[src/rtl/dmpi_pkg.sv]
`default_nettype none
package dmpi_pkg;

	localparam int unsigned DATA_W = 16;

	// register reset values
	localparam logic [DATA_W-1:0] TARGET_RST   = 16'd0;
	localparam logic [DATA_W-1:0] KP_LEFT_RST  = 16'd2000;
	localparam logic [DATA_W-1:0] KI_LEFT_RST  = 16'd6000;
	localparam logic [DATA_W-1:0] KP_RIGHT_RST = 16'd0;
	localparam logic [DATA_W-1:0] KI_RIGHT_RST = 16'd3000;
	localparam logic [DATA_W-1:0] MIN_DUTY_RST = 16'd0;
	localparam logic [DATA_W-1:0] MAX_DUTY_RST = 16'd10000;

	// integral state before the first write of a motor
	localparam logic [DATA_W-1:0] INTEG_RST = 16'd5000;

	// x / 10000 for any 32-bit x: (x * DIV_MAGIC) >> DIV_SHIFT, exact
	localparam logic [31:0] DIV_MAGIC = 32'd3518437209;
	localparam int unsigned DIV_SHIFT = 45;
	localparam int unsigned QUOT_W    = 19;

	typedef enum logic [3:0] {
		REG_TARGET_LEFT  = 4'd0,
		REG_TARGET_RIGHT = 4'd1,
		REG_KP_LEFT      = 4'd2,
		REG_KI_LEFT      = 4'd3,
		REG_KP_RIGHT     = 4'd4,
		REG_KI_RIGHT     = 4'd5,
		REG_MIN_DUTY     = 4'd6,
		REG_MAX_DUTY     = 4'd7
	} reg_idx_t;

	typedef struct packed {
		logic [DATA_W-1:0] target_left;
		logic [DATA_W-1:0] target_right;
		logic [DATA_W-1:0] kp_left;
		logic [DATA_W-1:0] ki_left;
		logic [DATA_W-1:0] kp_right;
		logic [DATA_W-1:0] ki_right;
		logic [DATA_W-1:0] min_duty;
		logic [DATA_W-1:0] max_duty;
	} cfg_t;

	typedef struct packed {
		logic en;
		logic sel;
	} integ_rd_t;

	typedef struct packed {
		logic              en;
		logic              sel;
		logic [DATA_W-1:0] data;
	} integ_wr_t;

endpackage
`default_nettype wire

[src/rtl/dmpi_cfg_regs.sv]
`default_nettype none
module dmpi_cfg_regs
	import dmpi_pkg::*;
(
	input  wire logic              clk,
	input  wire logic              arst_n,
	input  wire logic              cfg_valid,
	output logic                   cfg_ready,
	input  wire logic [3:0]        cfg_index,
	input  wire logic [DATA_W-1:0] cfg_data,
	output cfg_t                   cfg
);

	cfg_t cfg_q;

	// always take a write beat
	assign cfg_ready = 1'b1;
	assign cfg        = cfg_q;

	// store the addressed register, drop writes beyond the map
	always_ff @(posedge clk or negedge arst_n) begin
		if (!arst_n) begin
			cfg_q.target_left  <= TARGET_RST;
			cfg_q.target_right <= TARGET_RST;
			cfg_q.kp_left      <= KP_LEFT_RST;
			cfg_q.ki_left      <= KI_LEFT_RST;
			cfg_q.kp_right     <= KP_RIGHT_RST;
			cfg_q.ki_right     <= KI_RIGHT_RST;
			cfg_q.min_duty     <= MIN_DUTY_RST;
			cfg_q.max_duty     <= MAX_DUTY_RST;
		end else if (cfg_valid && cfg_ready) begin
			unique case (cfg_index)
				REG_TARGET_LEFT:  cfg_q.target_left  <= cfg_data;
				REG_TARGET_RIGHT: cfg_q.target_right <= cfg_data;
				REG_KP_LEFT:      cfg_q.kp_left      <= cfg_data;
				REG_KI_LEFT:      cfg_q.ki_left      <= cfg_data;
				REG_KP_RIGHT:     cfg_q.kp_right     <= cfg_data;
				REG_KI_RIGHT:     cfg_q.ki_right     <= cfg_data;
				REG_MIN_DUTY:     cfg_q.min_duty     <= cfg_data;
				REG_MAX_DUTY:     cfg_q.max_duty     <= cfg_data;
				default: ;
			endcase
		end
	end

endmodule
`default_nettype wire

[src/rtl/dmpi_integ_mem.sv]
`default_nettype none
module dmpi_integ_mem
	import dmpi_pkg::*;
(
	input  wire logic              clk,
	input  wire logic              arst_n,
	input  wire integ_rd_t         rd,
	input  wire integ_wr_t         wr,
	output logic [DATA_W-1:0]      rd_data
);

	logic [DATA_W-1:0] mem_q [2];
	logic [1:0]        vld_q;
	logic [DATA_W-1:0] rd_raw_q;
	logic              rd_vld_q;
	logic              fwd_hit_q;
	logic [DATA_W-1:0] fwd_data_q;

	// storage and registered read port
	always_ff @(posedge clk) begin
		if (wr.en) begin
			mem_q[wr.sel] <= wr.data;
		end
		if (rd.en) begin
			rd_raw_q   <= mem_q[rd.sel];
			fwd_data_q <= wr.data;
		end
	end

	// track written entries, flag a write that lands on the entry being read
	always_ff @(posedge clk or negedge arst_n) begin
		if (!arst_n) begin
			vld_q     <= '0;
			rd_vld_q  <= 1'b0;
			fwd_hit_q <= 1'b0;
		end else begin
			if (wr.en) begin
				vld_q[wr.sel] <= 1'b1;
			end
			if (rd.en) begin
				rd_vld_q  <= vld_q[rd.sel];
				fwd_hit_q <= wr.en && (wr.sel == rd.sel);
			end
		end
	end

	// bypass the same-edge write, unwritten entries read as the reset value
	assign rd_data = fwd_hit_q ? fwd_data_q : (rd_vld_q ? rd_raw_q : INTEG_RST);

endmodule
`default_nettype wire

[src/rtl/dual_motor_pi_duty_controller.sv]
// Dual-motor PI duty controller.
// Input channel (in_valid/in_ready): one tachometer sample per beat, motor_sel
// picks the motor, measured_speed is the speed in 0.1 RPM.
// Output channel (out_valid/out_ready): one result beat per sample, in order:
// motor_out, drive_level, backward and the PWM compare_value.
// Config channel (cfg_valid/cfg_ready): cfg_index selects one of the eight
// registers, cfg_data is written; indexes beyond the map are ignored. Write
// only while no sample is in flight.
// Throughput: one sample per cycle unless a held result stalls the stages. The
// per-motor integral lives in a small memory read as the item enters the update
// stage; the update written back at the same edge is bypassed into the next read,
// so samples of the same motor may follow each other back to back.
// Reset: registers take their defaults, both integrals read as 5000 until
// their first update. No clearing pass is needed.
// Stall: stages fill up behind a held result; in_ready drops once all four
// stages (three pipeline stages plus the output register) are occupied.
`default_nettype none
module dual_motor_pi_duty_controller
	import dmpi_pkg::*;
(
	input  wire logic              clk,
	input  wire logic              arst_n,
	input  wire logic              cfg_valid,
	output logic                   cfg_ready,
	input  wire logic [3:0]        cfg_index,
	input  wire logic [DATA_W-1:0] cfg_data,
	input  wire logic              in_valid,
	output logic                   in_ready,
	input  wire logic              motor_sel,
	input  wire logic [DATA_W-1:0] measured_speed,
	output logic                   out_valid,
	input  wire logic              out_ready,
	output logic                   motor_out,
	output logic [DATA_W-1:0]      drive_level,
	output logic                   backward,
	output logic [DATA_W-1:0]      compare_value
);

	localparam int unsigned SUM_W = 21;

	function automatic logic [QUOT_W-1:0] div_gain(input logic [31:0] x);
		logic [63:0] prod;
		prod = {32'd0, x} * {32'd0, DIV_MAGIC};
		return prod[63:DIV_SHIFT];
	endfunction

	function automatic logic [DATA_W-1:0] clamp_window(input logic signed [SUM_W-1:0] v,
		input logic [DATA_W-1:0] lo, input logic [DATA_W-1:0] hi);
		logic signed [SUM_W-1:0] r;
		logic signed [SUM_W-1:0] lo_s;
		logic signed [SUM_W-1:0] hi_s;
		lo_s = $signed({{(SUM_W-DATA_W){1'b0}}, lo});
		hi_s = $signed({{(SUM_W-DATA_W){1'b0}}, hi});
		r = v;
		if (r < lo_s) r = lo_s;
		if (r > hi_s) r = hi_s;
		return r[DATA_W-1:0];
	endfunction

	cfg_t      cfg;
	integ_rd_t mem_rd;
	integ_wr_t mem_wr;
	logic [DATA_W-1:0] integ_cur;

	dmpi_cfg_regs u_cfg (
		.clk       (clk),
		.arst_n    (arst_n),
		.cfg_valid (cfg_valid),
		.cfg_ready (cfg_ready),
		.cfg_index (cfg_index),
		.cfg_data  (cfg_data),
		.cfg       (cfg)
	);

	dmpi_integ_mem u_mem (
		.clk     (clk),
		.arst_n  (arst_n),
		.rd      (mem_rd),
		.wr      (mem_wr),
		.rd_data (integ_cur)
	);

	// stage control
	logic v_s1, v_s2, v_s3, out_valid_q;
	logic adv_out, en3, en2, en1;

	assign adv_out  = !out_valid_q || out_ready;
	assign en3      = !v_s3 || adv_out;
	assign en2      = !v_s2 || en3;
	assign en1      = !v_s1 || en2;
	assign in_ready = en1;

	always_ff @(posedge clk or negedge arst_n) begin
		if (!arst_n) begin
			v_s1        <= 1'b0;
			v_s2        <= 1'b0;
			v_s3        <= 1'b0;
			out_valid_q <= 1'b0;
		end else begin
			if (en1)     v_s1        <= in_valid;
			if (en2)     v_s2        <= v_s1;
			if (en3)     v_s3        <= v_s2;
			if (adv_out) out_valid_q <= v_s3;
		end
	end

	// stage 1: error magnitude and gain products
	logic              sel_s1;
	logic [DATA_W-1:0] speed_s1;
	logic [DATA_W-1:0] tgt_raw;
	logic              back_c1;
	logic              zero_c1;
	logic [16:0]       mag_c1;
	logic [17:0]       err_c1;
	logic [17:0]       err_neg_c1;
	logic [DATA_W-1:0] err_abs_c1;
	logic [DATA_W-1:0] kp_c1, ki_c1;
	logic [31:0]       pabs_c1, iabs_c1;

	assign tgt_raw    = sel_s1 ? cfg.target_right : cfg.target_left;
	assign back_c1    = tgt_raw[DATA_W-1];
	assign zero_c1    = (tgt_raw == '0);
	assign mag_c1     = back_c1 ? (17'd0 - {tgt_raw[DATA_W-1], tgt_raw}) : {1'b0, tgt_raw};
	assign err_c1     = {1'b0, mag_c1} - {2'b00, speed_s1};
	assign err_neg_c1 = 18'd0 - err_c1;
	assign err_abs_c1 = err_c1[17] ? err_neg_c1[DATA_W-1:0] : err_c1[DATA_W-1:0];
	assign kp_c1      = sel_s1 ? cfg.kp_right : cfg.kp_left;
	assign ki_c1      = sel_s1 ? cfg.ki_right : cfg.ki_left;
	assign pabs_c1    = {16'd0, kp_c1} * {16'd0, err_abs_c1};
	assign iabs_c1    = {16'd0, ki_c1} * {16'd0, err_abs_c1};

	// stage 2: divide the products by the gain scale
	logic              sel_s2, back_s2, zero_s2, neg_s2;
	logic [31:0]       pabs_s2, iabs_s2;
	logic [QUOT_W-1:0] pq_c2, iq_c2;

	assign pq_c2 = div_gain(pabs_s2);
	assign iq_c2 = div_gain(iabs_s2);

	// read the motor's integral as the item moves into stage 3
	assign mem_rd.en  = en3;
	assign mem_rd.sel = sel_s2;

	// stage 3: integral update, clamps and compare value
	logic              sel_s3, back_s3, zero_s3, neg_s3;
	logic [QUOT_W-1:0] pq_s3, iq_s3;
	logic signed [SUM_W-1:0] pq_sx, iq_sx, isum_c3, dsum_c3;
	logic [DATA_W-1:0] iclamp_c3;
	logic [DATA_W-1:0] drive_c3;
	logic [DATA_W-1:0] duty_c3;

	assign pq_sx     = $signed({{(SUM_W-QUOT_W){1'b0}}, pq_s3});
	assign iq_sx     = $signed({{(SUM_W-QUOT_W){1'b0}}, iq_s3});
	assign isum_c3   = $signed({{(SUM_W-DATA_W){1'b0}}, integ_cur}) + (neg_s3 ? -iq_sx : iq_sx);
	assign iclamp_c3 = clamp_window(isum_c3, cfg.min_duty, cfg.max_duty);
	assign dsum_c3   = (neg_s3 ? -pq_sx : pq_sx)
	                 + $signed({{(SUM_W-DATA_W){1'b0}}, iclamp_c3});
	assign drive_c3  = zero_s3 ? '0 : clamp_window(dsum_c3, cfg.min_duty, cfg.max_duty);
	assign duty_c3   = back_s3 ? (cfg.max_duty - drive_c3) : drive_c3;

	// write back as the item leaves stage 3
	assign mem_wr.en   = v_s3 && adv_out;
	assign mem_wr.sel  = sel_s3;
	assign mem_wr.data = zero_s3 ? '0 : iclamp_c3;

	// payload registers
	always_ff @(posedge clk) begin
		if (en1) begin
			sel_s1   <= motor_sel;
			speed_s1 <= measured_speed;
		end
		if (en2) begin
			sel_s2  <= sel_s1;
			back_s2 <= back_c1;
			zero_s2 <= zero_c1;
			neg_s2  <= err_c1[17];
			pabs_s2 <= pabs_c1;
			iabs_s2 <= iabs_c1;
		end
		if (en3) begin
			sel_s3  <= sel_s2;
			back_s3 <= back_s2;
			zero_s3 <= zero_s2;
			neg_s3  <= neg_s2;
			pq_s3   <= pq_c2;
			iq_s3   <= iq_c2;
		end
		if (adv_out) begin
			motor_out     <= sel_s3;
			drive_level   <= drive_c3;
			backward      <= back_s3;
			compare_value <= duty_c3 - 16'd1;
		end
	end

	assign out_valid = out_valid_q;

`ifndef NO_ASSERTIONS
	a_ready_when_s1_free: assert property (@(posedge clk) disable iff (!arst_n)
		!v_s1 |-> in_ready)
		else $error("input stalled with an empty first stage");

	a_forward_compare: assert property (@(posedge clk) disable iff (!arst_n)
		out_valid && !backward |-> compare_value == drive_level - 16'd1)
		else $error("forward compare value does not follow the drive");

	a_drive_in_window: assert property (@(posedge clk) disable iff (!arst_n)
		out_valid && (cfg.min_duty <= cfg.max_duty) && (drive_level != '0)
		|-> (drive_level >= cfg.min_duty) && (drive_level <= cfg.max_duty))
		else $error("drive outside the duty window");

	a_write_leaves_s3: assert property (@(posedge clk) disable iff (!arst_n)
		mem_wr.en |-> mem_rd.en)
		else $error("integral write without a matching read slot");
`endif

endmodule
`default_nettype wire
[config.mk]
export PLATFORM = sky130hd
export DESIGN_NAME = dual_motor_pi_duty_controller
export DESIGN_NICKNAME = d
export VERILOG_FILES = /design/src/rtl/dmpi_pkg.sv /design/src/rtl/dmpi_cfg_regs.sv /design/src/rtl/dmpi_integ_mem.sv /design/src/rtl/dual_motor_pi_duty_controller.sv
export SDC_FILE = /design/constraint.sdc
export NUM_CORES = 2
export LEC_CHECK = 0
export CORE_MARGIN = 1.5
export CORE_UTILIZATION = 50
export CTS_CLUSTER_DIAMETER = 40
export DETAILED_ROUTE_END_ITERATION = 10
export DONT_BUFFER_PORTS = 1
export GPL_ROUTABILITY_DRIVEN = 0
export HOLD_SLACK_MARGIN = 0.08
export PLACE_DENSITY = 0.66
export SETUP_SLACK_MARGIN = 0.15
export SYNTH_ARGS = -nofsm -noshare
export SYNTH_HDL_FRONTEND = slang
export SYNTH_SLANG_ARGS = --single-unit
[constraint.sdc]
create_clock -name clk -period 35.9 [get_ports clk]
set_clock_uncertainty 0.2 [all_clocks]
set_input_delay 5.385 -clock clk [delete_from_list [all_inputs] [get_ports clk]]
set_output_delay 5.385 -clock clk [all_outputs]
set_load 0.01 [all_outputs]
# ---- Yosys cells after proc, flatten, opt, wreduce, memory -nomap -nowiden
# Memories as Yosys holds them, arrays and structs flattened. A register that Yosys moved wholly into a read port is not among the register bits.
# Index checks and enable logic that the tools add are counted.
dict set report classes {
  n_reduce_logical 21
  n_mul 4
  shifts 0
  n_div 0
  eq_ne 8
  bitwise 1
  n_mux 22
  n_lt_le_gt_ge 7
  n_addsub 9
}
# cell count
set ops {}
lappend ops {{16-bit two-way mux} 11}
lappend ops {{32-bit by 32-bit multiplier with 64-bit output (second input constant)} 2}
lappend ops {{21-bit two-way mux} 4}
lappend ops {{16-bit by 16-bit multiplier with 32-bit output} 2}
lappend ops {{21-bit by 17-bit > comparator with 1-bit output} 2}
lappend ops {{21-bit by 17-bit < comparator with 1-bit output} 2}
lappend ops {{19-bit negator with 21-bit output} 2}
lappend ops {{17-bit by 21-bit adder with 21-bit output} 1}
lappend ops {{21-bit by 17-bit adder with 21-bit output} 1}
lappend ops {{17-bit by 16-bit subtractor with 18-bit output} 1}
lappend ops {{17-bit two-way mux} 1}
lappend ops {{1-bit by 16-bit subtractor with 17-bit output (first input constant)} 1}
lappend ops {{4-bit by 3-bit == test with 1-bit output (second input constant)} 4}
lappend ops {{16-bit zero test} 1}
lappend ops {{2-bit AND reduction} 8}
lappend ops {{1-bit by 16-bit subtractor with 16-bit output (first input constant)} 1}
lappend ops {{16-bit by 1-bit subtractor with 16-bit output (second input constant)} 1}
lappend ops {{16-bit subtractor} 1}
lappend ops {{4-bit by 2-bit == test with 1-bit output (second input constant)} 2}
lappend ops {{1-bit two-way mux} 5}
lappend ops {{4-bit by 1-bit == test with 1-bit output (second input constant)} 1}
lappend ops {{1-bit zero test} 4}
lappend ops {{4-bit zero test} 1}
lappend ops {{1-bit logical OR} 4}
lappend ops {{6 further kinds} 9}
dict set report word_totals {
  memories 1
  elab_cells 107
  out_inout_bits 37
  input_bits 42
  ram_bits 32
  latchBits 0
  mem_bits_ro 0
  reg_bits 313
}
# name depth word_bits read_ports rd_ports_with_merged_regs wr line_no
set memory_table {}
lappend memory_table {u_mem.mem_q 2 16 1 1 1 dmpi_integ_mem.sv:12} ;# logic [DATA_W-1:0] mem_q [2];

# ---- Longest topological paths before layout
dict set report logic_depth {
  depth_word 16
  ltp_mapped 88
}

# ---- Cells and area by module
# From an unflattened synthesis, not the netlist that was laid out.
dict set report unflattened {
  hier_cells 7036
  hier_area_um2 71604.9
}
# module seq_area_each_um2 cells_per_inst area_per_inst_um2 n_inst
set by_module_without_submodules {}
lappend by_module_without_submodules {dual_motor_pi_duty_controller 4934.7 6635 64171.5 1}
lappend by_module_without_submodules {dmpi_cfg_regs 3234.4 282 4937.2 1}
lappend by_module_without_submodules {dmpi_integ_mem 2021.9 119 2496.1 1}

# ---- Worst setup path before layout
# OpenSTA, ideal clock, no wires.
dict set report synth_timing {
  kind {reg-to-reg}
  startpoint {register iq_s3[2]}
  endpoint {register compare_value[12], data pin}
  period_less_slack_ps 16521
  path_stages_with_launch 82
  t_arrival_ps 16058
  n_path_buf 7
  setup_ps 263
  setup_slack_ps 19379
  cell_sequence {edfxtp_1 or4_1 or4_1 o31ai_1 xnor2_1 ha_1 a21oi_1 nand2_1 a21o_1 nand2_1 xnor2_1 ha_1 a21o_1 a21o_1 a21oi_1 o21a_1 o21ai_0 a2111oi_0 [... 46 more ...] clkbuf_1 buf_2 o21ai_0 nor2_1 ha_1 fa_1 nor2b_1 o31ai_1 a211oi_1 o21a_1 nor3_1 o21ba_2 o2111ai_1 mux2i_1 nor3b_2 nand4b_2 or4b_1 xor2_1}
}
dict set report synth_via {
  elab_chain_len 16
}
# element line_no
set synth_lines {}
lappend synth_lines {{start, declared} dual_motor_pi_duty_controller.sv:146} ;# logic [QUOT_W-1:0] pq_s3, iq_s3;
lappend synth_lines {{start signal, assigned} dual_motor_pi_duty_controller.sv:186} ;# iq_s3 <= iq_c2;
lappend synth_lines {{19-bit negator with 21-bit output} dual_motor_pi_duty_controller.sv:154} ;# assign isum_c3 = $signed({{(SUM_W-DATA_W){1'b0}}, integ_cur}) + (neg_s3 ? -iq_sx : iq_sx);
lappend synth_lines {{21-bit two-way mux (*)} dual_motor_pi_duty_controller.sv:154}
lappend synth_lines {{17-bit by 21-bit adder with 21-bit output (*)} dual_motor_pi_duty_controller.sv:154}
lappend synth_lines {{21-bit by 17-bit < comparator with 1-bit output} dual_motor_pi_duty_controller.sv:55} ;# if (r < lo_s) r = lo_s;
lappend synth_lines {{21-bit two-way mux (*)} dual_motor_pi_duty_controller.sv:55}
lappend synth_lines {{21-bit by 17-bit > comparator with 1-bit output} dual_motor_pi_duty_controller.sv:56} ;# if (r > hi_s) r = hi_s;
lappend synth_lines {{16-bit two-way mux (*)} dual_motor_pi_duty_controller.sv:56}
lappend synth_lines {{21-bit by 17-bit adder with 21-bit output (*)} dual_motor_pi_duty_controller.sv:157} ;# + $signed({{(SUM_W-DATA_W){1'b0}}, iclamp_c3});
lappend synth_lines {{21-bit by 17-bit < comparator with 1-bit output} dual_motor_pi_duty_controller.sv:55}
lappend synth_lines {{21-bit two-way mux (*)} dual_motor_pi_duty_controller.sv:55}
lappend synth_lines {{21-bit by 17-bit > comparator with 1-bit output} dual_motor_pi_duty_controller.sv:56}
lappend synth_lines {{16-bit two-way mux (*)} dual_motor_pi_duty_controller.sv:56}
lappend synth_lines {{16-bit two-way mux (*)} dual_motor_pi_duty_controller.sv:158} ;# assign drive_c3 = zero_s3 ? '0 : clamp_window(dsum_c3, cfg.min_duty, cfg.max_duty);
lappend synth_lines {{named net drive_c3[0]} dual_motor_pi_duty_controller.sv:149} ;# logic [DATA_W-1:0] drive_c3;
lappend synth_lines {{16-bit subtractor} dual_motor_pi_duty_controller.sv:159} ;# assign duty_c3 = back_s3 ? (cfg.max_duty - drive_c3) : drive_c3;
lappend synth_lines {{16-bit two-way mux (*)} dual_motor_pi_duty_controller.sv:159}
lappend synth_lines {{16-bit by 1-bit subtractor with 16-bit output (*)} dual_motor_pi_duty_controller.sv:192} ;# compare_value <= duty_c3 - 16'd1;
lappend synth_lines {{end signal, assigned} dual_motor_pi_duty_controller.sv:192}
lappend synth_lines {{end, declared} dual_motor_pi_duty_controller.sv:36} ;# output logic [DATA_W-1:0] compare_value
# The timed path passes the listed nets; every way through them passes the cells marked *.
# A chain may end at the register's enable or synchronous reset.

# ---- Worst setup path in the final report
dict set report layout_timing {
  startpoint {register iq_s3[0]}
  endpoint {register compare_value[12], data pin}
}
# Same word-level chain as after synthesis.

==> results.yml <==
sta:
  fmax_mhz: 53.62
  maxSlewHeadroom_pct: 22.75
  final_report_hold_violation_count: 0
  drv_slew: 0
  fin_setup_tns_ns: 0
  tightest_slew_ns: 1.127
  timing.final.crit_period_ns: 18.65
  grt_setup_unrepaired: "false"
  fin_hold_ws_ns: 0.2149
  setup-violations-final: 0
  fin_crit_sh_pct: 51.95
  final_critical_path_setup_slack_ns: 17.25
clock_tree:
  cts-buffers-inserted: 56
  cts.reportedPaths.clkPinSlew_ns: 0.06
  cts-htree-levels: 2
  clockRootBuffer: "clkbuf_16"
  cts_setup_buffers: 0
  clockBufferDepth: 3
  tritoncts: "yes"
  post_cts_hold_buffer_count: 0
  clk-insertion-delay-late_ns: 0.65
  cts_sinks: 361
  cts_repair_resize_count: 0
finish:
  seq_area_mm2: 0.01019
  num-nets-final: 9508
  post_route_non_filler_standard_cell_count: 9032
  multi_input_comb_area_mm2: 0.05342
  drive_above_1_share_pct: 5.755
  antenna_cells: 0
  layout.filler_cells: 12510
  area.growth.synth_to_final_pct: 6.277
setup_path:
  timing.critical_path.arrival_ns: 18.82
  endpoint_class_of_the_critical_path: "flop"
  critical_path.most_common_cell: "ha_1"
  worstSetupStartpointType: "flop"
  worstPathMaxFanout: 20
  max_stage_delay_ns: 0.66
  path_buf_inv: 6
  timing.critical_path.max_delay_family: "compound AO/OA/AOI/OAI gates"
  worst-endpoint-required_ns: 36.07
  criticalPathCategory: "reg -> reg"
  cp_slowest_cell: "ha_1"
yosys:
  most_numerous_cell_types_in_the_synthesized_netlist: "inv_1 (2037), fa_1 (1288), ha_1 (1084)"
  synthCells: 7103
  synth_enable_flop_cells: 225
  synth.cell_area_mm2: 0.07158
  synth_area_leaders: "fa_1 (36%), ha_1 (19%), inv_1 (11%)"
  synth_cell_types: 91
  post_synth.cell_area_avg_um2: 10.08
  syn_nets: 9517
  yosys_register_bits: 361
  register_area_share_after_synthesis_pct: 14.24
  yosys_most_used_dff: "edfxtp_1"
  synth_top_area_share_pct: 36.02
  yosysWarningCount: 0
  synth.most_common_cell: "inv_1"
  asyncSetResetFlopFracSynth_pct: 37.67
  post-synth-top-area-cell: "fa_1"
floorplanning:
  ios: 79
  initial_core_util_pct: 50.49
  design.die.area_mm2: 0.1454
  die_height_um: 381.4
  num_rows: 138
  die_x_um: 381.4
  fp.coreArea_mm2: 0.1418
placed_design:
  dp.cells: 8926
  dp_worst_setup_slack_ns: 17.64
  numPortBuffers: 0
  detailedPlacementHpwl_um: 155700
global_routing:
  vias_in_the_first_global_route: 52700
  grt_antenna_before_repair: 7
  grt_pass1_wl_um: 296300
  grt_overflow: 0
  grt.total_usage_pct: 26.24
  grt_start_max_net_pins: 137
hold_path:
  worstHoldPathType: "reg -> reg"
detailed_routing:
  detailedRoute.firstIterationViolations: 3370
  drt_drc_violations_left: 0
  first_pass_iteration_count_of_the_detailed_router: 8
  via_per_inst: 5.397
  vias: 48750
  postRouteAntennaNets: 0
  average_wire_per_cell_in_the_routed_design_um: 20.50
  finalWirelength_um: 185100
status:
  status: "completed"
run:
  maxCapViolCount: 0
==> path summary, 6_finish.rpt <==
path	start	end	slack [ns]	cells after the start
max	iq_s3[0]$_DFFE_PP_	compare_value[12]$_DFFE_PN_	17.25	71
min	zero_s2$_DFFE_PP_	zero_s3$_DFFE_PP_	0.21	0
max reg2reg	iq_s3[0]$_DFFE_PP_	compare_value[12]$_DFFE_PN_	17.25	71
min reg2reg	zero_s2$_DFFE_PP_	zero_s3$_DFFE_PP_	0.21	0
max in group asynchronous	arst_n	u_cfg.cfg[9]$_DFFE_PN1P_	30.96	0
min in group asynchronous	arst_n	u_cfg.cfg[127]$_DFFE_PN0P_	4.23	0
==> worst reg2reg max path: cells and delay by family, from the launching register on <==
kind,cells,cell delay [ns]
compound gates,29,6.94
simple gates,19,4.77
fa+ha+maj,10,3.65
mux,4,1.06
buf+inv,6,0.92
xor+xnor,3,0.47
flops,1,0.43
==> cells by family after synthesis <==
| kind of cell | synth area share [%] |
|---|---|
| AOI/OAI and AO/OA | 5.991 |
| xor gates and xnor gates | 2.764 |
| adders and majority gates | 54.99 |
| buffers and inverters | 11.33 |
| DFF | 14.24 |
| muxes | 3.652 |
| other | 0.005239 |
| and+or+nand+nor | 7.029 |
==> metal layers <==
layer / track usage, % / vias up / part of all wire, %
li1: - / 22040 / -
met1: 36.10 / 24760 / 43
met2: 42.97 / 1624 / 47
met3: 3.982 / 324 / 7.2
met4: 7.710 / 0 / 3.3
met5: 0 / - / 0
==> state kept, by name, indices dropped and copies added, names as in the netlist, 2 cells and up <==
| signal | count |
|---|---|
| compare_value | 16 |
| iabs_s2 | 32 |
| u_mem.vld_q | 2 |
| u_mem.rd_raw_q | 16 |
| speed_s1 | 16 |
| u_mem.fwd_data_q | 16 |
| drive_level | 16 |
| u_mem.mem_q | 32 |
| pq_s3 | 19 |
| pabs_s2 | 32 |
| iq_s3 | 19 |
| u_cfg.cfg | 128 |
==> placed cells by master, fill, tap and decap left out, types with 55 or more instances in the layout <==
cell       synthesis  routed
inv_1           2037    2036
mux2_2           178     178
nand2_1          451     450
fa_1            1288    1288
nand2b_1          65      64
xnor2_1          169     163
o21ai_0          137     137
nor2_1           278     278
mux2i_1           55      55
edfxtp_1         225     225
clkbuf_16          0      56
a21o_1           110     110
a21oi_1          157     157
ha_1            1084    1084
dfrtp_1          111     111
==> area by class of cell <==
class,instances,area share [%]
Tap cell,1890,3.109
Multi-Input combinational cell,4586,70.23
Sequential cell,361,13.40
Clock buffer,62,1.885
Inverter,2039,10.06
Timing Repair Buffer,50,0.4934
Clock inverter,44,0.8224
==> stage by stage <==
step                cell area, um^2  utilization [%]
floorplan                     71580                -
global placement              74010            52.21
detailed placement            74010            52.21
CTS                           76070            53.66
global route                  76070            53.66
finish                        76070            53.66
Power is left out: the tool's default activity adds up to more than one toggle a clock period on the data nets, which glitch-free logic cannot reach.
